$ cat config.mk
export PLATFORM = sky130hd
export DESIGN_NAME = crc8_checked_line_deframer
export DESIGN_NICKNAME = d
export VERILOG_FILES = /design/src/rtl/core/crc8cld_pkg.sv /design/src/rtl/core/crc8cld_ram.sv /design/src/rtl/core/crc8cld_frame.sv /design/src/rtl/core/crc8cld_outq.sv /design/src/rtl/core/crc8_checked_line_deframer.sv
export SDC_FILE = /design/constraint.sdc
export NUM_CORES = 2
export LEC_CHECK = 0
export BUFFER_PORTS_ARGS = -buffer_cell sky130_fd_sc_hd__buf_2
export CORE_UTILIZATION = 65
export CTS_CLUSTER_DIAMETER = 120
export DETAILED_ROUTE_END_ITERATION = 6
export PLACE_DENSITY = 0.84
export SLEW_MARGIN = 20
export SYNTH_ARGS = -nofsm -noshare
export SYNTH_HDL_FRONTEND = slang
export SYNTH_SLANG_ARGS = --single-unit
$ cat constraint.sdc
create_clock -name clk -period 7.81 [get_ports clk]
set_input_delay 1.562 -clock clk [delete_from_list [all_inputs] [get_ports clk]]
set_output_delay 1.562 -clock clk [all_outputs]
set_load 0.02 [all_outputs]
$ cat src/rtl/core/crc8cld_pkg.sv
// ----------------------------------------------------------------------------
// crc8cld_pkg
// Shared types, constants and helper functions of the CRC-8 checked line
// deframer.
// ----------------------------------------------------------------------------
package crc8cld_pkg;

  localparam int BUFFER_DEPTH = 256;
  localparam int ADDR_W       = $clog2(BUFFER_DEPTH);
  localparam int CNT_W        = $clog2(BUFFER_DEPTH + 1);

  localparam logic [8:0] CAP_RESET = 9'd256;

  localparam logic [7:0] CRC_POLY = 8'h8C;
  localparam logic [7:0] CHAR_SEP = 8'h2A;  // '*'
  localparam logic [7:0] CHAR_LF  = 8'h0A;
  localparam logic [7:0] CHAR_CR  = 8'h0D;

  localparam logic [1:0] KIND_PUSH  = 2'd0;
  localparam logic [1:0] KIND_READ  = 2'd1;
  localparam logic [1:0] KIND_CLEAR = 2'd2;

  localparam logic RES_VERDICT = 1'b0;
  localparam logic RES_READ    = 1'b1;

  typedef enum logic [1:0] {
    ST_VALID   = 2'd0,
    ST_DROPPED = 2'd1,
    ST_FORMAT  = 2'd2,
    ST_CRC     = 2'd3
  } frame_status_t;

  // One result request as it leaves the line state logic.
  typedef struct packed {
    logic          valid;
    logic          kind;
    frame_status_t status;
    logic [8:0]    plen;
    logic          oob;
  } res_req_t;

  function automatic logic [7:0] crc_update(input logic [7:0] crc, input logic [7:0] b);
    logic [7:0] c;
    c = crc ^ b;
    for (int i = 0; i < 8; i++) begin
      c = c[0] ? ((c >> 1) ^ CRC_POLY) : (c >> 1);
    end
    return c;
  endfunction

  function automatic logic [7:0] hex_char(input logic [3:0] n);
    logic [7:0] r;
    if (n < 4'd10) r = 8'h30 + {4'd0, n};
    else           r = 8'h61 + {4'd0, n} - 8'd10;
    return r;
  endfunction

  function automatic logic is_lower_hex(input logic [7:0] c);
    return ((c >= 8'h30) && (c <= 8'h39)) || ((c >= 8'h61) && (c <= 8'h66));
  endfunction

endpackage

$ cat src/rtl/core/crc8cld_ram.sv
// ----------------------------------------------------------------------------
// crc8cld_ram
// Single write port, single read port synchronous RAM with registered read.
// ----------------------------------------------------------------------------
module crc8cld_ram #(
  parameter int DEPTH = 256,
  parameter int WIDTH = 8
) (
  input  logic                     clk,
  input  logic                     we,
  input  logic [$clog2(DEPTH)-1:0] waddr,
  input  logic [WIDTH-1:0]         wdata,
  input  logic                     re,
  input  logic [$clog2(DEPTH)-1:0] raddr,
  output logic [WIDTH-1:0]         rdata
);

  logic [WIDTH-1:0] mem [DEPTH];

  always_ff @(posedge clk) begin
    if (we) begin
      mem[waddr] <= wdata;
    end
  end

  always_ff @(posedge clk) begin
    if (re) begin
      rdata <= mem[raddr];
    end
  end

endmodule

$ cat src/rtl/core/crc8cld_frame.sv
// ----------------------------------------------------------------------------
// crc8cld_frame
// Line state: fill count, drop flag, running CRC, separator tracking and the
// verdict at LF. Drives the buffer write and read ports.
// ----------------------------------------------------------------------------
module crc8cld_frame import crc8cld_pkg::*; (
  input  logic              clk,
  input  logic              rst_n,
  input  logic              cfg_we,
  input  logic [8:0]        cfg_wdata,
  input  logic              accept,
  input  logic [1:0]        kind,
  input  logic [7:0]        rx_byte,
  input  logic [7:0]        read_index,
  output logic              mem_we,
  output logic [ADDR_W-1:0] mem_waddr,
  output logic [7:0]        mem_wdata,
  output logic              mem_re,
  output logic [ADDR_W-1:0] mem_raddr,
  output res_req_t          req
);

  logic [8:0]       cap_r;
  logic [CNT_W-1:0] fill_r, fill_nxt;
  logic             drop_r, drop_nxt;
  logic [7:0]       crc_r, crc_nxt;
  logic [7:0]       crc_sep_r, crc_sep_nxt;
  logic             sep_seen_r, sep_seen_nxt;
  logic [CNT_W-1:0] sep_pos_r, sep_pos_nxt;
  logic [15:0]      last2_r, last2_nxt;

  logic [CNT_W-1:0] cap_eff;
  frame_status_t    verdict;
  logic [8:0]       verdict_plen;
  logic             do_empty;

  assign cap_eff = (CNT_W'(cap_r) < CNT_W'(BUFFER_DEPTH)) ? CNT_W'(cap_r)
                                                            : CNT_W'(BUFFER_DEPTH);

  always_comb begin
    verdict_plen = '0;
    if (drop_r) begin
      verdict = ST_DROPPED;
    end else if (!sep_seen_r || (sep_pos_r == '0) ||
                 ({1'b0, fill_r} != ({1'b0, sep_pos_r} + (CNT_W+1)'(3)))) begin
      verdict = ST_FORMAT;
    end else if (!is_lower_hex(last2_r[15:8]) || !is_lower_hex(last2_r[7:0])) begin
      verdict = ST_FORMAT;
    end else if ((last2_r[15:8] != hex_char(crc_sep_r[7:4])) ||
                 (last2_r[7:0] != hex_char(crc_sep_r[3:0]))) begin
      verdict = ST_CRC;
    end else begin
      verdict      = ST_VALID;
      verdict_plen = 9'(sep_pos_r);
    end
  end

  always_comb begin
    fill_nxt     = fill_r;
    drop_nxt     = drop_r;
    crc_nxt      = crc_r;
    crc_sep_nxt  = crc_sep_r;
    sep_seen_nxt = sep_seen_r;
    sep_pos_nxt  = sep_pos_r;
    last2_nxt    = last2_r;
    do_empty     = 1'b0;
    mem_we       = 1'b0;
    mem_re       = 1'b0;
    req          = '0;
    req.status   = ST_VALID;
    if (accept) begin
      unique case (kind)
        KIND_READ: begin
          mem_re   = 1'b1;
          req.valid = 1'b1;
          req.kind  = RES_READ;
          req.oob   = (32'(read_index) >= BUFFER_DEPTH);
        end
        KIND_CLEAR: begin
          drop_nxt = 1'b0;
          do_empty = 1'b1;
        end
        KIND_PUSH: begin
          if (rx_byte == CHAR_LF) begin
            req.valid  = 1'b1;
            req.kind   = RES_VERDICT;
            req.status = verdict;
            req.plen   = verdict_plen;
            drop_nxt   = 1'b0;
            do_empty   = 1'b1;
          end else if ((rx_byte == CHAR_CR) || drop_r) begin
            // Ignored byte.
          end else if (fill_r >= cap_eff) begin
            drop_nxt = 1'b1;
            do_empty = 1'b1;
          end else begin
            if (rx_byte == CHAR_SEP) begin
              crc_sep_nxt  = crc_r;
              sep_seen_nxt = 1'b1;
              sep_pos_nxt  = fill_r;
            end
            mem_we    = 1'b1;
            crc_nxt   = crc_update(crc_r, rx_byte);
            last2_nxt = {last2_r[7:0], rx_byte};
            fill_nxt  = fill_r + CNT_W'(1);
          end
        end
        default: begin
        end
      endcase
    end
    if (do_empty) begin
      fill_nxt     = '0;
      crc_nxt      = '0;
      crc_sep_nxt  = '0;
      sep_seen_nxt = 1'b0;
      sep_pos_nxt  = '0;
      last2_nxt    = '0;
    end
  end

  // Fill count never exceeds the buffer depth while a byte is stored.
  assign mem_waddr = fill_r[ADDR_W-1:0];
  assign mem_wdata = rx_byte;
  assign mem_raddr = ADDR_W'(read_index);

  always_ff @(posedge clk) begin
    if (!rst_n) begin
      cap_r      <= CAP_RESET;
      fill_r     <= '0;
      drop_r     <= 1'b0;
      crc_r      <= '0;
      crc_sep_r  <= '0;
      sep_seen_r <= 1'b0;
      sep_pos_r  <= '0;
      last2_r    <= '0;
    end else begin
      if (cfg_we) begin
        cap_r <= cfg_wdata;
      end
      fill_r     <= fill_nxt;
      drop_r     <= drop_nxt;
      crc_r      <= crc_nxt;
      crc_sep_r  <= crc_sep_nxt;
      sep_seen_r <= sep_seen_nxt;
      sep_pos_r  <= sep_pos_nxt;
      last2_r    <= last2_nxt;
    end
  end

endmodule

$ cat src/rtl/core/crc8cld_outq.sv
// ----------------------------------------------------------------------------
// crc8cld_outq
// Result path: a stage that lines the request up with the RAM read data,
// followed by the output register.
// ----------------------------------------------------------------------------
module crc8cld_outq import crc8cld_pkg::*; (
  input  logic       clk,
  input  logic       rst_n,
  input  logic       accept,
  input  res_req_t   req,
  input  logic [7:0] mem_rdata,
  output logic       in_stall,
  output logic       out_valid,
  input  logic       out_stall,
  output logic       out_result_kind,
  output logic [1:0] out_frame_status,
  output logic [8:0] out_payload_length,
  output logic [7:0] out_read_data
);

  res_req_t   s1_r;
  logic       s1_valid_r;
  logic       s1_adv;
  logic       out_valid_r;
  logic       out_kind_r;
  logic [1:0] out_status_r;
  logic [8:0] out_plen_r;
  logic [7:0] out_data_r;

  assign s1_adv   = s1_valid_r && (!out_valid_r || !out_stall);
  assign in_stall = s1_valid_r && !s1_adv;

  always_ff @(posedge clk) begin
    if (!rst_n) begin
      s1_valid_r  <= 1'b0;
      out_valid_r <= 1'b0;
    end else begin
      if (accept && req.valid) begin
        s1_valid_r <= 1'b1;
      end else if (s1_adv) begin
        s1_valid_r <= 1'b0;
      end
      if (s1_adv) begin
        out_valid_r <= 1'b1;
      end else if (out_valid_r && !out_stall) begin
        out_valid_r <= 1'b0;
      end
    end
  end

  always_ff @(posedge clk) begin
    if (accept && req.valid) begin
      s1_r <= req;
    end
    if (s1_adv) begin
      out_kind_r   <= s1_r.kind;
      out_status_r <= s1_r.status;
      out_plen_r   <= s1_r.plen;
      // The RAM output register is only loaded by reads, so it still holds
      // this request's byte even if pushes went by meanwhile.
      out_data_r   <= ((s1_r.kind == RES_READ) && !s1_r.oob) ? mem_rdata : 8'd0;
    end
  end

  assign out_valid          = out_valid_r;
  assign out_result_kind    = out_kind_r;
  assign out_frame_status   = out_status_r;
  assign out_payload_length = out_plen_r;
  assign out_read_data      = out_data_r;

endmodule

$ cat src/rtl/core/crc8_checked_line_deframer.sv
// Result path: a result (verdict at LF or read data) is registered in the
//   request stage and then in the output register; a stalled output holds it.
// Throughput: one request per cycle while the output is not stalled; in_stall
//   holds the input while a result waits in the request stage.
// Reset: synchronous, active low; line state empty, capacity 256. The line
//   buffer contents are not cleared.
// ----------------------------------------------------------------------------
// crc8_checked_line_deframer
// Top level of the CRC-8 checked line deframer.
// ----------------------------------------------------------------------------
module crc8_checked_line_deframer import crc8cld_pkg::*; (
  input  logic       clk,
  input  logic       rst_n,
  input  logic       cfg_we,
  input  logic [8:0] cfg_wdata,
  input  logic       in_valid,
  output logic       in_stall,
  input  logic [1:0] in_kind,
  input  logic [7:0] in_rx_byte,
  input  logic [7:0] in_read_index,
  output logic       out_valid,
  input  logic       out_stall,
  output logic       out_result_kind,
  output logic [1:0] out_frame_status,
  output logic [8:0] out_payload_length,
  output logic [7:0] out_read_data
);

  logic              accept;
  logic              mem_we;
  logic [ADDR_W-1:0] mem_waddr;
  logic [7:0]        mem_wdata;
  logic              mem_re;
  logic [ADDR_W-1:0] mem_raddr;
  logic [7:0]        mem_rdata;
  res_req_t          req;

  assign accept = in_valid && !in_stall;

  crc8cld_frame u_frame (
    .clk        (clk),
    .rst_n      (rst_n),
    .cfg_we     (cfg_we),
    .cfg_wdata  (cfg_wdata),
    .accept     (accept),
    .kind       (in_kind),
    .rx_byte    (in_rx_byte),
    .read_index (in_read_index),
    .mem_we     (mem_we),
    .mem_waddr  (mem_waddr),
    .mem_wdata  (mem_wdata),
    .mem_re     (mem_re),
    .mem_raddr  (mem_raddr),
    .req        (req)
  );

  crc8cld_ram #(
    .DEPTH (BUFFER_DEPTH),
    .WIDTH (8)
  ) u_ram (
    .clk   (clk),
    .we    (mem_we),
    .waddr (mem_waddr),
    .wdata (mem_wdata),
    .re    (mem_re),
    .raddr (mem_raddr),
    .rdata (mem_rdata)
  );

  crc8cld_outq u_outq (
    .clk                (clk),
    .rst_n              (rst_n),
    .accept             (accept),
    .req                (req),
    .mem_rdata          (mem_rdata),
    .in_stall           (in_stall),
    .out_valid          (out_valid),
    .out_stall          (out_stall),
    .out_result_kind    (out_result_kind),
    .out_frame_status   (out_frame_status),
    .out_payload_length (out_payload_length),
    .out_read_data      (out_read_data)
  );

endmodule

==> run summary <==
Boundary Pins: 54
EDFF count, synth: 2088
Die Wd: 362 um
reg2reg path depth: 7
die area: 131000 sq um
post-synthesis mux area share: 0.140
type of origin of the critical path: input port
grt met3 use: 0.102
Required @ worst endpoint: 8.35 ns
element type at the critical path end: register
slew margin rel.: 0.182
Final GP Congestion: 0.958
drt first pass iters: 7
clock skew: 0.0342 ns
max-slew violations: 0
largest family of logic cells by synthesized area: multiplexers
setup_tns: 0 ns
Synth cell types: 66
data arrival time of the critical path: 5.42 ns
initial DRC count: 8490
crit path time final: 4.88 ns
crit path max fanout: 82
RSZ-0062 raised after global routing: no
Final Hold Viols: 0
# Post-CTS Setup Buffers: 0
root buffer cell: clkbuf_16
Post-Synthesis Cells: 4366
Worst VDD drop: 0.000200 V
Hold Buf Count CTS: 0
PD cells: 251 nW/um^2
port buffer count: 53
syn_area_per_cell: 19.3 sq um
drt total wl: 225 mm
Worst setup endpoint: u_ram.rdata[6]
xor and xnor area share after synthesis: 0.00384
final setup fails: 0
failing checks: design-rule violations
end of the worst register-to-register path: u_ram.mem[159][5]
Async S/R FF share, synth: 0
post-cts gate resize count: 0
H-tree levels: 4
Inserted Clock Buffers: 198
Routed Antenna Nets: 0
RR Startpoint: u_frame.fill_r[7]
Achievable Freq: 205 MHz
Post-Synth Adder-Cell Area: 0.00252
CTS tree: built
met1 Usage GRT: 0.457
CTS Buffer Depth: 3
dpl hpwl: 127 mm
R2R Setup Slk: 3.27 ns
Synth Area in Simple Gates: 0.0400
launch point of the worst path: in_read_index[4]
Layout Nets: 4475
vias in the first global route: 45900
clock insertion delay at the later pin of the skew report: 0.85 ns
design area: 92600 sq um
Layout Utilization: 0.722
status: complete, but fails checks
Syn Std Cell Area: 84300 sq um
share of layout cells above drive strength 1: 0.186
sequential share of the synthesized area: 0.758
M2 GR Usage: 0.535
non-filler cells, final: 6324
vias: 46800
Core Rows: 131
P_leak: 28.8 nW
max_cap viols: 0
WL/cell: 35.6 um
Core ar.: 128000 sq um
Synth Area in Compound Gates: 0.0392
ys flop type: edfxtp_1
CTS sink cnt: 2151
Hold Path Class: register to register
synthesized net count: 4415
initial antenna violation count: 8
YS warnings: 0
Placement Cell Area: 86400 sq um
Remaining DRCs: 24
period utilisation layout: 0.625
area delta synth->final: 9.78%
first-pass GRT wire length: 322 mm
largest net degree at the start of global routing: 188
Hold Crit Depth: 0
die height: 362 um
vias per std cell: 7.41
Reg clk slew, reported paths: 0.06 ns
most used routing layer: met2
synthesized flop and latch total: 2151
total grt overflow: 0
initial core utilization: 0.658
type of the worst setup path: input port to register
GRT Overall Usage: 0.346
placed cells: 5955
Slew @ Worst Pin: 1.22 ns
==> worst max-delay path: stages <==
cell	delay, ns
buf_4	0.46
buf_12	0.52
and2_2	1.02
a21oi_1	0.29
o221ai_1	0.18
nand3_1	0.26
a311oi_1	0.94
nor4_1	0.08
==> cell usage after synthesis, drive strengths merged (59+ instances only) <==
library cell,number,area (sq um)
o21ai,86,430
mux4,401,9030
nor2,312,1170
a221oi,59,517
clkbuf,115,433
nand2,114,428
edfxtp,2088,62700
a21oi,108,544
mux2i,251,2510
a22oi,71,533
dfxtp,63,1260
buf,153,870
==> metrics by stage <==
stage                     hold slack, ns  setup slack (ns)  total power [mW]
after global placement             0.406              2.08              13.9
final                              0.418              2.93              23.2
after CTS                          0.421              3.14              23.2
after global routing               0.434              2.88              23.6
after floorplan                    0.400              3.89              13.5
after detailed placement           0.405              2.21              13.9
==> final cells by class <==
cell class / instances / area (sq um)
Clock buffer: 242 / 5160
Timing Repair Buffer: 128 / 1080
Tap cell: 1729 / 2160
Clock inverter: 125 / 1060
Inverter: 23 / 86.3
Sequential cell: 2151 / 64000
Antenna cell: 2 / 5.00
Fill cell: 6786 / 35600
Multi-Input combinational cell: 1924 / 19100
==> flip-flops by register name, indices dropped and copies added, names as in the netlist <==
register,count
u_frame.sep_pos_r,9
u_outq.out_result_kind,1
u_frame.crc_r,8
u_outq.s1_r,12
u_outq.out_payload_length,9
u_outq.out_valid,1
u_outq.out_read_data,8
u_outq.s1_valid_r,1
u_frame.sep_seen_r,1
u_frame.crc_sep_r,8
u_outq.out_frame_status,2
u_frame.fill_r,9
u_frame.drop_r,1
u_ram.rdata,8
u_frame.last2_r,16
u_frame.cap_r,9
u_ram.mem,2048
==> cell families (layout without fill, tap and decap cells) <==
kind of cell / count (synthesis) / count (layout)
compound gates: 489 / 489
fa+ha+maj: 17 / 17
flops: 2151 / 2151
simple gates: 708 / 708
buf+inv: 291 / 518
xor+xnor: 37 / 37
other cells: 0 / 2
mux: 673 / 673
==> where the power goes <==
part	total (mW)	switching (mW)	internal, mW
logic	1.08	0.738	0.344
clock network	9.48	4.33	5.15
registers	12.7	0.0115	12.7
==> worst min path at each step <==
| stage | start | end |
|---|---|---|
| floorplan | u_outq.s1_r[10] | u_outq.out_frame_status[0] |
| finish | u_outq.s1_r[6] | u_outq.out_payload_length[5] |
| CTS | u_outq.s1_r[10] | u_outq.out_frame_status[0] |
| global placement | u_outq.s1_r[10] | u_outq.out_frame_status[0] |
| detailed placement | u_outq.s1_r[10] | u_outq.out_frame_status[0] |
| global route | u_outq.s1_r[10] | u_outq.out_frame_status[0] |
==> routing by layer <==
metal,wire length (um),up-vias
met4,12400,10
met1,73900,23400
li1,-,18000
met5,71,-
met2,105000,4677
met3,33300,788
==> layout by cell type, fill, tap and decap left out, types with 18 or more instances in the layout <==
cell type,count
edfxtp_1,2088
mux4_2,401
nor2_1,307
mux2i_1,251
clkbuf_16,200
nand2_1,114
a21oi_1,107
o21ai_0,85
a22oi_1,71
buf_4,63
dfxtp_1,63
a221oi_1,59
clkinv_1,50
nand4_1,47
nand3_1,46
clkinv_2,42
clkbuf_1,42
buf_2,41
o211ai_1,35
nor3_1,32
o22ai_1,29
nor2b_1,27
and2_1,25
nor4_1,24
xnor2_1,22
inv_1,21
mux2_2,21
nand2b_1,18
o221ai_1,18
Power figures use the tool's default switching activity.
